$ cat src/rtl/core/dq_pkg.sv
// ----------------------------------------------------------------------------
// dq_pkg
// Shared widths, operation and status codes and result types of the
// double-ended queue.
// ----------------------------------------------------------------------------
`default_nettype none

package dq_pkg;

   localparam int CAPACITY = 32;
   localparam int IDX_W    = $clog2(CAPACITY);
   localparam int CNT_W    = $clog2(CAPACITY + 1);

   localparam int OP_W     = 3;
   localparam int VALUE_W  = 32;
   localparam int STATUS_W = 2;
   localparam int OCC_W    = 6;

   localparam logic [OP_W-1:0] OP_PUSH_FRONT = 3'd0;
   localparam logic [OP_W-1:0] OP_PUSH_BACK  = 3'd1;
   localparam logic [OP_W-1:0] OP_POP_FRONT  = 3'd2;
   localparam logic [OP_W-1:0] OP_POP_BACK   = 3'd3;
   localparam logic [OP_W-1:0] OP_DUMP       = 3'd4;

   localparam logic [STATUS_W-1:0] STATUS_OK    = 2'd0;
   localparam logic [STATUS_W-1:0] STATUS_FULL  = 2'd1;
   localparam logic [STATUS_W-1:0] STATUS_EMPTY = 2'd2;

   typedef struct packed {
      logic [VALUE_W-1:0]  value;
      logic [STATUS_W-1:0] status;
      logic [OCC_W-1:0]    occupancy;
      logic                last;
   } rsp_payload_type;

   typedef struct packed {
      logic            valid;
      rsp_payload_type data;
   } rsp_stage_type;

endpackage

`default_nettype wire

$ cat src/rtl/core/dq_ram.sv
// ----------------------------------------------------------------------------
// dq_ram
// Generic single-clock RAM, one write port and one read port, read data
// registered.
// ----------------------------------------------------------------------------
`default_nettype none

module dq_ram #(
   parameter int WIDTH = 32,
   parameter int DEPTH = 32
) (
   input  wire logic                     clock,
   input  wire logic                     wr_en,
   input  wire logic [$clog2(DEPTH)-1:0] wr_addr,
   input  wire logic [WIDTH-1:0]         wr_data,
   input  wire logic                     rd_en,
   input  wire logic [$clog2(DEPTH)-1:0] rd_addr,
   output logic      [WIDTH-1:0]         rd_data
);

   logic [WIDTH-1:0] mem_ff [DEPTH];
   logic [WIDTH-1:0] rd_data_ff;

   always_ff @(posedge clock) begin
      if (wr_en) begin
         mem_ff[wr_addr] <= wr_data;
      end
      if (rd_en) begin
         rd_data_ff <= mem_ff[rd_addr];
      end
   end

   assign rd_data = rd_data_ff;

endmodule

`default_nettype wire

$ cat src/rtl/core/dq_ctrl.sv
// ----------------------------------------------------------------------------
// dq_ctrl
// Ring pointer control of the queue: decodes requests, writes pushes into
// the entry RAM, moves front index and count, and sequences dump reads.
// ----------------------------------------------------------------------------
`default_nettype none

module dq_ctrl (
   input  wire logic                         clock,
   input  wire logic                         reset,
   input  wire logic                         req_valid,
   output logic                              req_stall,
   input  wire logic [dq_pkg::OP_W-1:0]      req_operation,
   input  wire logic [dq_pkg::VALUE_W-1:0]   req_value,
   input  wire logic                         slot_free,
   output dq_pkg::rsp_stage_type             stage
);
   import dq_pkg::*;

   localparam logic ST_IDLE = 1'b0;
   localparam logic ST_DUMP = 1'b1;

   logic             state_ff, state_in;
   logic [IDX_W-1:0] front_ff, front_in;
   logic [CNT_W-1:0] count_ff, count_in;
   logic [CNT_W-1:0] dump_i_ff, dump_i_in;
   logic [CNT_W-1:0] dump_n_ff, dump_n_in;

   logic                stage_v_ff, stage_v_in;
   logic                stage_ram_ff, stage_ram_in;
   logic [STATUS_W-1:0] stage_status_ff, stage_status_in;
   logic [OCC_W-1:0]    stage_occ_ff, stage_occ_in;
   logic                stage_last_ff, stage_last_in;

   logic               wr_en, rd_en;
   logic [IDX_W-1:0]   wr_addr, rd_addr;
   logic [VALUE_W-1:0] rd_data;

   logic accept, full, empty, dump_final;

   // front + offset, folded back into the ring (sum stays below twice capacity)
   function automatic logic [IDX_W-1:0] ring_idx(input logic [CNT_W:0] s);
      if (s >= (CNT_W+1)'(CAPACITY)) begin
         return IDX_W'(s - (CNT_W+1)'(CAPACITY));
      end
      return IDX_W'(s);
   endfunction

   assign req_stall  = (state_ff != ST_IDLE) || !slot_free;
   assign accept     = req_valid && !req_stall;
   assign full       = (count_ff == CNT_W'(CAPACITY));
   assign empty      = (count_ff == '0);
   assign dump_final = (dump_i_ff == dump_n_ff);

   always_comb begin
      state_in        = state_ff;
      front_in        = front_ff;
      count_in        = count_ff;
      dump_i_in       = dump_i_ff;
      dump_n_in       = dump_n_ff;
      wr_en           = 1'b0;
      wr_addr         = front_ff;
      rd_en           = 1'b0;
      rd_addr         = front_ff;
      stage_v_in      = 1'b0;
      stage_ram_in    = 1'b0;
      stage_status_in = STATUS_OK;
      stage_occ_in    = OCC_W'(count_ff);
      stage_last_in   = 1'b1;

      unique case (state_ff)
         ST_IDLE: begin
            if (accept) begin
               stage_v_in = 1'b1;
               unique case (req_operation)
                  OP_PUSH_FRONT: begin
                     if (full) begin
                        stage_status_in = STATUS_FULL;
                     end else begin
                        front_in     = (front_ff == '0) ? IDX_W'(CAPACITY - 1)
                                                        : front_ff - IDX_W'(1);
                        wr_en        = 1'b1;
                        wr_addr      = front_in;
                        count_in     = count_ff + CNT_W'(1);
                        stage_occ_in = OCC_W'(count_in);
                     end
                  end
                  OP_PUSH_BACK: begin
                     if (full) begin
                        stage_status_in = STATUS_FULL;
                     end else begin
                        wr_en        = 1'b1;
                        wr_addr      = ring_idx((CNT_W+1)'(front_ff)
                                                + (CNT_W+1)'(count_ff));
                        count_in     = count_ff + CNT_W'(1);
                        stage_occ_in = OCC_W'(count_in);
                     end
                  end
                  OP_POP_FRONT: begin
                     if (empty) begin
                        stage_status_in = STATUS_EMPTY;
                     end else begin
                        front_in     = ring_idx((CNT_W+1)'(front_ff) + (CNT_W+1)'(1));
                        count_in     = count_ff - CNT_W'(1);
                        stage_occ_in = OCC_W'(count_in);
                     end
                  end
                  OP_POP_BACK: begin
                     if (empty) begin
                        stage_status_in = STATUS_EMPTY;
                     end else begin
                        count_in     = count_ff - CNT_W'(1);
                        stage_occ_in = OCC_W'(count_in);
                     end
                  end
                  OP_DUMP: begin
                     if (empty) begin
                        stage_status_in = STATUS_EMPTY;
                     end else begin
                        // results come from the read sequence instead
                        stage_v_in = 1'b0;
                        state_in   = ST_DUMP;
                        dump_i_in  = '0;
                        dump_n_in  = count_ff;
                     end
                  end
                  default: begin
                  end
               endcase
            end
         end
         ST_DUMP: begin
            if (slot_free) begin
               stage_v_in    = 1'b1;
               stage_ram_in  = 1'b1;
               rd_en         = 1'b1;
               stage_occ_in  = OCC_W'(dump_n_ff);
               stage_last_in = dump_final;
               // closing result repeats the front entry
               rd_addr       = dump_final ? front_ff
                                          : ring_idx((CNT_W+1)'(front_ff)
                                                     + (CNT_W+1)'(dump_i_ff));
               dump_i_in     = dump_i_ff + CNT_W'(1);
               if (dump_final) begin
                  state_in = ST_IDLE;
               end
            end
         end
         default: begin
            state_in = ST_IDLE;
         end
      endcase
   end

   always_ff @(posedge clock) begin
      if (reset) begin
         state_ff   <= ST_IDLE;
         front_ff   <= '0;
         count_ff   <= '0;
         stage_v_ff <= 1'b0;
      end else begin
         state_ff   <= state_in;
         front_ff   <= front_in;
         count_ff   <= count_in;
         stage_v_ff <= stage_v_in;
      end
   end

   always_ff @(posedge clock) begin
      dump_i_ff       <= dump_i_in;
      dump_n_ff       <= dump_n_in;
      stage_ram_ff    <= stage_ram_in;
      stage_status_ff <= stage_status_in;
      stage_occ_ff    <= stage_occ_in;
      stage_last_ff   <= stage_last_in;
   end

   // a push write lands in the RAM before any dump read can start,
   // so no forwarding path is needed
   dq_ram #(
      .WIDTH (VALUE_W),
      .DEPTH (CAPACITY)
   ) u_entry_ram (
      .clock   (clock),
      .wr_en   (wr_en),
      .wr_addr (wr_addr),
      .wr_data (req_value),
      .rd_en   (rd_en),
      .rd_addr (rd_addr),
      .rd_data (rd_data)
   );

   always_comb begin
      stage.valid          = stage_v_ff;
      stage.data.value     = stage_ram_ff ? rd_data : '0;
      stage.data.status    = stage_status_ff;
      stage.data.occupancy = stage_occ_ff;
      stage.data.last      = stage_last_ff;
   end

endmodule

`default_nettype wire

$ cat src/rtl/core/double_ended_queue.sv
// ----------------------------------------------------------------------------
// double_ended_queue
// Bounded double-ended queue of signed 32-bit values in a ring RAM, with
// push/pop at either end and a front-to-back dump.
//
//   channel   direction  handshake            payload
//   req_      in         req_valid/req_stall  operation, value
//   rsp_      out        rsp_valid/rsp_stall  value_res, status, occupancy, last
//
// Push, pop and unused codes give one result each. A dump of n entries gives
// n + 1 results, one per cycle while the output buffer has room, limited by
// the single RAM read port; no request is taken until its last read is
// issued. Reset clears state, front index, count and valid flags; the entry
// RAM is not cleared. Results pass through a two-entry output buffer, so a
// stalled result does not block the next request.
// ----------------------------------------------------------------------------
`default_nettype none

module double_ended_queue (
   input  wire logic                              clock,
   input  wire logic                              reset,
   input  wire logic                              req_valid,
   output logic                                   req_stall,
   input  wire logic        [dq_pkg::OP_W-1:0]    req_operation,
   input  wire logic signed [dq_pkg::VALUE_W-1:0] req_value,
   output logic                                   rsp_valid,
   input  wire logic                              rsp_stall,
   output logic signed      [dq_pkg::VALUE_W-1:0] rsp_value_res,
   output logic             [dq_pkg::STATUS_W-1:0] rsp_status,
   output logic             [dq_pkg::OCC_W-1:0]   rsp_occupancy,
   output logic                                   rsp_last
);
   import dq_pkg::*;

   localparam logic [1:0] BUF_SLOTS = 2'd2;

   rsp_stage_type   stage;
   logic            slot_free, take;
   logic [1:0]      fill;
   logic            out_v_ff, out_v_in;
   logic            skid_v_ff, skid_v_in;
   rsp_payload_type out_ff, out_in;
   rsp_payload_type skid_ff, skid_in;

   dq_ctrl u_ctrl (
      .clock         (clock),
      .reset         (reset),
      .req_valid     (req_valid),
      .req_stall     (req_stall),
      .req_operation (req_operation),
      .req_value     ($unsigned(req_value)),
      .slot_free     (slot_free),
      .stage         (stage)
   );

   assign take = out_v_ff && !rsp_stall;
   // slots held after this edge, counting the result already in flight
   assign fill = 2'(out_v_ff) + 2'(skid_v_ff) + 2'(stage.valid) - 2'(take);
   assign slot_free = (fill < BUF_SLOTS);

   always_comb begin
      out_v_in  = out_v_ff;
      out_in    = out_ff;
      skid_v_in = skid_v_ff;
      skid_in   = skid_ff;
      if (!out_v_ff || take) begin
         if (skid_v_ff) begin
            out_v_in  = 1'b1;
            out_in    = skid_ff;
            skid_v_in = stage.valid;
            skid_in   = stage.data;
         end else begin
            out_v_in = stage.valid;
            out_in   = stage.data;
         end
      end else if (stage.valid) begin
         skid_v_in = 1'b1;
         skid_in   = stage.data;
      end
   end

   always_ff @(posedge clock) begin
      if (reset) begin
         out_v_ff  <= 1'b0;
         skid_v_ff <= 1'b0;
      end else begin
         out_v_ff  <= out_v_in;
         skid_v_ff <= skid_v_in;
      end
   end

   always_ff @(posedge clock) begin
      out_ff  <= out_in;
      skid_ff <= skid_in;
   end

   assign rsp_valid     = out_v_ff;
   assign rsp_value_res = $signed(out_ff.value);
   assign rsp_status    = out_ff.status;
   assign rsp_occupancy = out_ff.occupancy;
   assign rsp_last      = out_ff.last;

   a_skid_needs_head: assert property (@(posedge clock) disable iff (reset)
      skid_v_ff |-> out_v_ff)
      else $error("skid entry held while output register is empty");

   a_no_overflow: assert property (@(posedge clock) disable iff (reset)
      (stage.valid && skid_v_ff) |-> take)
      else $error("result arrived with output buffer full");

   // a dump of a filled queue starts its read sequence instead
   a_request_yields_result: assert property (@(posedge clock) disable iff (reset)
      (req_valid && !req_stall && req_operation != OP_DUMP) |=> stage.valid)
      else $error("accepted request produced no result stage");

   a_occupancy_bound: assert property (@(posedge clock) disable iff (reset)
      rsp_valid |-> (rsp_occupancy <= OCC_W'(CAPACITY)))
      else $error("occupancy above capacity");

endmodule

`default_nettype wire

$ cat config.mk
export PLATFORM = sky130hd
export DESIGN_NAME = double_ended_queue
export DESIGN_NICKNAME = d
export VERILOG_FILES = /design/src/rtl/core/dq_pkg.sv /design/src/rtl/core/dq_ram.sv /design/src/rtl/core/dq_ctrl.sv /design/src/rtl/core/double_ended_queue.sv
export SDC_FILE = /design/constraint.sdc
export NUM_CORES = 1
export LEC_CHECK = 0
export BUFFER_PORTS_ARGS = -buffer_cell sky130_fd_sc_hd__buf_2
export CAP_MARGIN = 20
export CORE_MARGIN = 2
export CORE_UTILIZATION = 50
export CTS_CLUSTER_DIAMETER = 120
export CTS_CLUSTER_SIZE = 14
export DETAILED_ROUTE_END_ITERATION = 10
export HOLD_SLACK_MARGIN = 0.03
export PLACE_DENSITY_LB_ADDON = 0.1
export SKIP_CTS_REPAIR_TIMING = 1
export SYNTH_ARGS = -nofsm -noshare
export SYNTH_HDL_FRONTEND = slang
export SYNTH_SLANG_ARGS = --single-unit
$ cat constraint.sdc
create_clock -name clock -period 6 [get_ports clock]
set_clock_uncertainty 0.1 [all_clocks]
set_input_delay 1.2 -clock clock [delete_from_list [all_inputs] [get_ports clock]]
set_output_delay 1.2 -clock clock [all_outputs]
set_load 0.01 [all_outputs]
# Yosys cells after proc, flatten, opt, wreduce, memory -nomap -nowiden
# Memory sizes are Yosys's and may differ from the RTL's. A register that Yosys moved wholly into a read port is not among the register bits.
# Cells that the tools add are included.
[classes]
n_eq_ne = 12
mux = 71
addsub = 13
reduce_logical = 22
order_cmp = 4
bitwise_logic = 3
[ops]
columns = ["cell", "n"]
rows = [
  ["$mux W41", 4],
  ["$mux W5", 15],
  ["$mux W6", 8],
  ["$pmux W6 S2", 3],
  ["$mux W1", 34],
  ["$mux W32", 1],
  ["$pmux W5 S2", 2],
  ["$sub A5 B1 Y5 const B", 4],
  ["$add A5 B6 Y7", 2],
  ["$ge A7 B6 Y1 const B", 2],
  ["$add A6 B1 Y6 const B", 2],
  ["$reduce_and A4 Y1", 3],
  ["$ne A2 B2 Y1 const B", 4],
  ["$add A5 B1 Y6 const B", 1],
  ["$eq A3 B2 Y1 const B", 2],
  ["$eq A6 B6 Y1", 1],
  ["$eq A6 B6 Y1 const B", 1],
  ["$ge A6 B6 Y1 const B", 1],
  ["$logic_not A6 Y1", 1],
  ["$reduce_or A2 Y1", 3],
  ["$sub A6 B1 Y6 const B", 1],
  ["$logic_not A5 Y1", 1],
  ["$logic_not A1 Y1", 4],
  ["$ne A2 B1 Y1 const B", 2],
  ["16 further kinds", 23],
]
[totals]
output_inout_bits = 43
register_bits = 119
in_bits = 39
wordCells = 146
mem_bits_rw = 1024
memories = 1
[memory_table]
columns = ["memory", "depth", "width", "rd", "rd_clocked_by_memory_dff", "write_ports", "line", "text"]
rows = [
  ["u_ctrl.u_entry_ram.mem_ff", 32, 32, 1, 1, 1, "dq_ram.sv:21", "logic [WIDTH-1:0] mem_ff [DEPTH];"],
]

# Longest topological paths before layout
[depth]
ltp_word = 15
ltp_mapped = 16
depth_no_buf = 12

# By module
# Synthesis repeated with hierarchy kept, for this count alone.
[hier_totals]
hier_cells = 2722
hier_area_um2 = 46762.3
[by_module_without_submodules]
columns = ["mod", "cells_each", "area_each_um2", "instances", "seq_area_each_um2"]
rows = [
  ["dq_ram", 2260, 40812.9, 1, 31710.4],
  ["double_ended_queue", 144, 3279.4, 1, 2502.4],
  ["dq_ctrl", 318, 2670.1, 1, 820.8],
]

# Worst setup path after synthesis
# No wires, ideal clock.
[synth_path]
path_type = "input to register"
startpoint = "in rsp_stall"
endpoint = "mem u_ctrl.u_entry_ram.mem_ff[20][0], enable pin"
arrival_time_ns = 5.637
setup_time_ns = 0.461
stages = 13
n_path_buf = 2
slack_ns = -0.198
required_time_ns = 5.439
cell_sequence = "nor2b_1 ha_1 inv_1 ha_1 a21oi_4 xor2_1 buf_2 nand4_2 a31oi_1 o22ai_1 or2_2 clkbuf_1 nor3_1"
[synth_between]
elab_chain_len = 12
word_cells_on_any_way = 14
classes_between = "1 x add/sub; 1 x order compare; 6 x mux; 6 x reduce/logical"
[synth_lines]
columns = ["element", "line", "text"]
rows = [
  ["from (decl)", "double_ended_queue.sv:27", "input wire logic rsp_stall,"],
  ["$logic_not A1 Y1 *", "double_ended_queue.sv:56", "assign take = out_v_ff && !rsp_stall;"],
  ["$logic_and A1 B1 Y1 *", "double_ended_queue.sv:56", ""],
  ["$sub A2 B1 Y2 *", "double_ended_queue.sv:58", "assign fill = 2'(out_v_ff) + 2'(skid_v_ff) + 2'(stage.valid) - 2'(take);"],
  ["$lt A2 B2 Y1 *", "double_ended_queue.sv:59", "assign slot_free = (fill < BUF_SLOTS);"],
  ["$logic_not A1 Y1 *", "dq_ctrl.sv:49", "assign req_stall = (state_ff != ST_IDLE) || !slot_free;"],
  ["$logic_or A1 B1 Y1 *", "dq_ctrl.sv:49", ""],
  ["$logic_not A1 Y1 *", "dq_ctrl.sv:50", "assign accept = req_valid && !req_stall;"],
  ["$logic_and A1 B1 Y1 *", "dq_ctrl.sv:50", ""],
  ["$mux W1", "dq_ctrl.sv:73", "if (accept) begin"],
  ["$mux W1", "dq_ctrl.sv:71", "unique case (state_ff)"],
  ["$mux W1", "dq_ram.sv:25", "if (wr_en) begin"],
  ["$mux W1 (implied by the code)", "dq_ram.sv:26", "mem_ff[wr_addr] <= wr_data;"],
  ["to (decl)", "dq_ram.sv:21", ""],
]
# Every way passes the cells marked *; elsewhere a longest branch is shown, timed or not.

# Final worst setup path
[layout_path]
startpoint = "reg skid_v_ff"
endpoint = "mem u_ctrl.u_entry_ram.mem_ff[4][20], enable pin"
[layout_between]
elab_chain_len = 12
word_cells_on_any_way = 14
classes_between = "3 x add/sub; 1 x order compare; 6 x mux; 4 x reduce/logical"
[layout_lines]
columns = ["element", "line", "text"]
rows = [
  ["from (decl)", "double_ended_queue.sv:41", "logic skid_v_ff, skid_v_in;"],
  ["from (signal assigned)", "double_ended_queue.sv:88", "skid_v_ff <= skid_v_in;"],
  ["$add A1 B1 Y2 *", "double_ended_queue.sv:58", ""],
  ["$add A2 B1 Y2 *", "double_ended_queue.sv:58", ""],
  ["$sub A2 B1 Y2 *", "double_ended_queue.sv:58", ""],
  ["$lt A2 B2 Y1 *", "double_ended_queue.sv:59", ""],
  ["$logic_not A1 Y1 *", "dq_ctrl.sv:49", ""],
  ["$logic_or A1 B1 Y1 *", "dq_ctrl.sv:49", ""],
  ["$logic_not A1 Y1 *", "dq_ctrl.sv:50", ""],
  ["$logic_and A1 B1 Y1 *", "dq_ctrl.sv:50", ""],
  ["$mux W1", "dq_ctrl.sv:73", ""],
  ["$mux W1", "dq_ctrl.sv:71", ""],
  ["$mux W1", "dq_ram.sv:25", ""],
  ["$mux W1 (implied by the code)", "dq_ram.sv:26", ""],
]
# Marked as above.

==> results.cfg <==
[status]
status = complete, no violations

[route]
ant_nets = 0
remaining_drc_errors = 0
drt-initial-drc-count = 4519
firstDrtPassIters = 6
wl_um = 146000
num_vias = 32500
wl_per_cell_um = 30.1
viasPerCell = 6.69

[logic_synthesis]
synth_top_area_frac = 0.718
ys_ff_latch = 1175
ys.warnings.count = 0
yosys.cell_types.count = 68
syn_nets = 3636
synth-async-reset-ratio = 0
yosysTopAreaCell = edfxtp_1
synth_commonest_cells = 1150 x edfxtp_1, 1036 x nand3_1, 533 x o21ai_0
netlist_area_mm2 = 0.0481
synthesis.instances = 3580
yosys-top-cells-area = edfxtp_1 72%, nand3_1 11%, o21ai_0 5.5%
synthFlopType = edfxtp_1
synth_most_common_cell = edfxtp_1
syn_area_per_cell_um2 = 13.4
ys_seq_area_frac = 0.729
synth-edff-count = 1150

[setup_path]
slowest_stage = buf_4
critical-path-max-stage-delay_ns = 0.64
r2r_start = skid_v_ff$_SDFFE_PP0P_
critPathArrivalTime_ns = 5.01
crit_buf_inv = 3
end_kind = flip-flop
worstSetupPathType = reg -> reg
path_delay_family = simple AND/OR/NAND/NOR gates
crit_fanout = 26
critPathLaunch = skid_v_ff$_SDFFE_PP0P_
crit_top_cell = ha_1
required_ns = 6.22
start_kind = flip-flop
crit_chain = inv_2 -> ha_1 -> inv_1 -> ha_1 -> a21oi_4 -> xor2_1 -> nand4_2 -> a31oi_1 -> o22ai_1 -> or2_2 -> nor3_2 -> buf_4

[grt]
grt_overflow_total = 0
antenna_found_initial = 25
first_global_vias = 31200
grt_first_pass_wirelength_um = 214000
track_usage = 0.295
grt_max_degree = 171

[placed_design]
place.gp.congestion = 0.826
post-place-cells = 4732
dp_hpwl_um = 78600
pre_cts_ws_ns = 0.520
port_buffers = 81

[timing]
period_needed_ns = 4.79
finalCritPeriodShare = 0.798
fin_setup_tns_ns = 0
setup_slack_ns = 1.21
whs_ns = 0.335
worst_slew_pin_slew_ns = 1.04
relSlewSlack = 0.304
rsz0062_at_grt = false
finalMaxSlewViolations = 0
hold_viol_final = 0
fmaxAchievable_mhz = 209
setup_viol = 0

[finish]
nets = 3619
area_growth_pct = 10.5
fin_util = 0.558
drive_gt1_frac = 0.116
final_cells = 4859

[floorplan]
die_w_um = 314
core_mm2 = 0.0952
start_util = 0.505
ios = 82
die_height_um = 314
rows = 113
dieArea_mm2 = 0.0987

[clock_tree]
clock_sinks = 1175
clk_path_buf_depth = 3
cts_tree = done
clkLatencyLatePin_ns = 0.69
ctsHtreeMaxLevel = 3
cts_buffers = 94
ctsRootBufferMaster = clkbuf_16
clk_pin_slew_ns = 0.06

[worst_hold_path]
hold_path_class = reg -> reg
hp-start = u_ctrl.stage_occ_ff[0]$_DFF_P_

[power_and_ir_drop]
p_leak_nw = 17.2
power_density_mw_per_mm2 = 296
vdd_drop_max_mv = 0.296

[run]
drv_cap = 0
[cells in the final DEF, fill, tap and decap left out, types with 3 or more instances in the layout]
cell and count:
a21o_1 5, a21oi_1 22, a22oi_1 3, a31oi_1 6, a41oi_1 128, and2_1 38
and3_1 3, buf_12 40, buf_2 81, buf_4 91, clkbuf_1 19, clkbuf_16 95
dfxtp_1 25, diode_2 5, edfxtp_1 1150, ha_1 15, inv_1 13, inv_6 3
mux2_2 41, mux2i_4 3, nand2_1 35, nand2b_1 4, nand3_1 1034, nor2_1 31
nor2b_1 6, nor3_1 10, nor3_2 16, nor3_4 18, nor4_1 33, o21a_1 4
o21ai_0 532, o21ai_4 3, or3_1 7, xnor2_1 13, xor2_1 9
[registers in the layout, indices dropped and copies added (netlist names), 32 cells and up]
register and flops:
u_ctrl.u_entry_ram.rd_data 32, rsp_value_res 32, skid_ff 41, u_ctrl.u_entry_ram.mem_ff 1024
[path summary, 6_finish.rpt]
check	cells past startpoint	slack [ns]	end
setup / recovery	12	1.21	u_ctrl.u_entry_ram.mem_ff[4][20]$_DFFE_PP_
hold / removal	0	0.33	skid_ff[1]$_DFFE_PP_
setup reg to reg	12	1.21	u_ctrl.u_entry_ram.mem_ff[4][20]$_DFFE_PP_
hold reg to reg	0	0.33	skid_ff[1]$_DFFE_PP_
[worst reg2reg max path: stages, from the launching register on]
cell and delay (ns):
dfxtp_1 0.60, inv_2 0.08, ha_1 0.28, inv_1 0.04, ha_1 0.30, a21oi_4 0.25, xor2_1 0.31, nand4_2 0.31
a31oi_1 0.28, o22ai_1 0.18, or2_2 0.44, nor3_2 0.58, buf_4 0.64
[power by group]
part / switching, mW / leakage, nW / internal (mW)
combinational: 0.697 / 5.31 / 0.279
sequential: 0.0347 / 10.6 / 9.07
clock: 2.76 / 1.25 / 2.86
[kinds of logic after synthesis]
| kind of cell | after synthesis | share of synthesized area |
|---|---|---|
| AOI/OAI and AO/OA | 729 | 0.0893 |
| muxes | 48 | 0.0115 |
| and+or+nand+nor | 1249 | 0.132 |
| DFF | 1175 | 0.729 |
| buffers and inverters | 340 | 0.0303 |
| xor gates and xnor gates | 22 | 0.00401 |
| adders and majority gates | 17 | 0.00474 |
[metrics by stage]
step,area [um^2],power [mW]
after global routing,53100,16.2
after floorplan,48200,9.82
final,53100,15.7
after global placement,50600,10.2
after detailed placement,50600,10.3
after CTS,53100,15.8
[routing by layer]
metal  part of all wire  vias up  GRT usage
li1                   -    13900          -
met1               0.40    16500      0.417
met2               0.46     1786      0.455
met3               0.10      305     0.0668
met4              0.031       22     0.0948
met5             0.0010        -          0
[final cells by class]
class / instances / area, um^2
clock inverters: 8 / 114
flip-flops and latches: 1175 / 35000
diodes: 5 / 12.5
inverters: 15 / 56.3
repair buffers: 212 / 1890
clock buffers: 114 / 2450
well taps: 1265 / 1580
multi-input cells: 2065 / 12000
fillers: 7661 / 42000
Power figures use the tool's default switching activity.
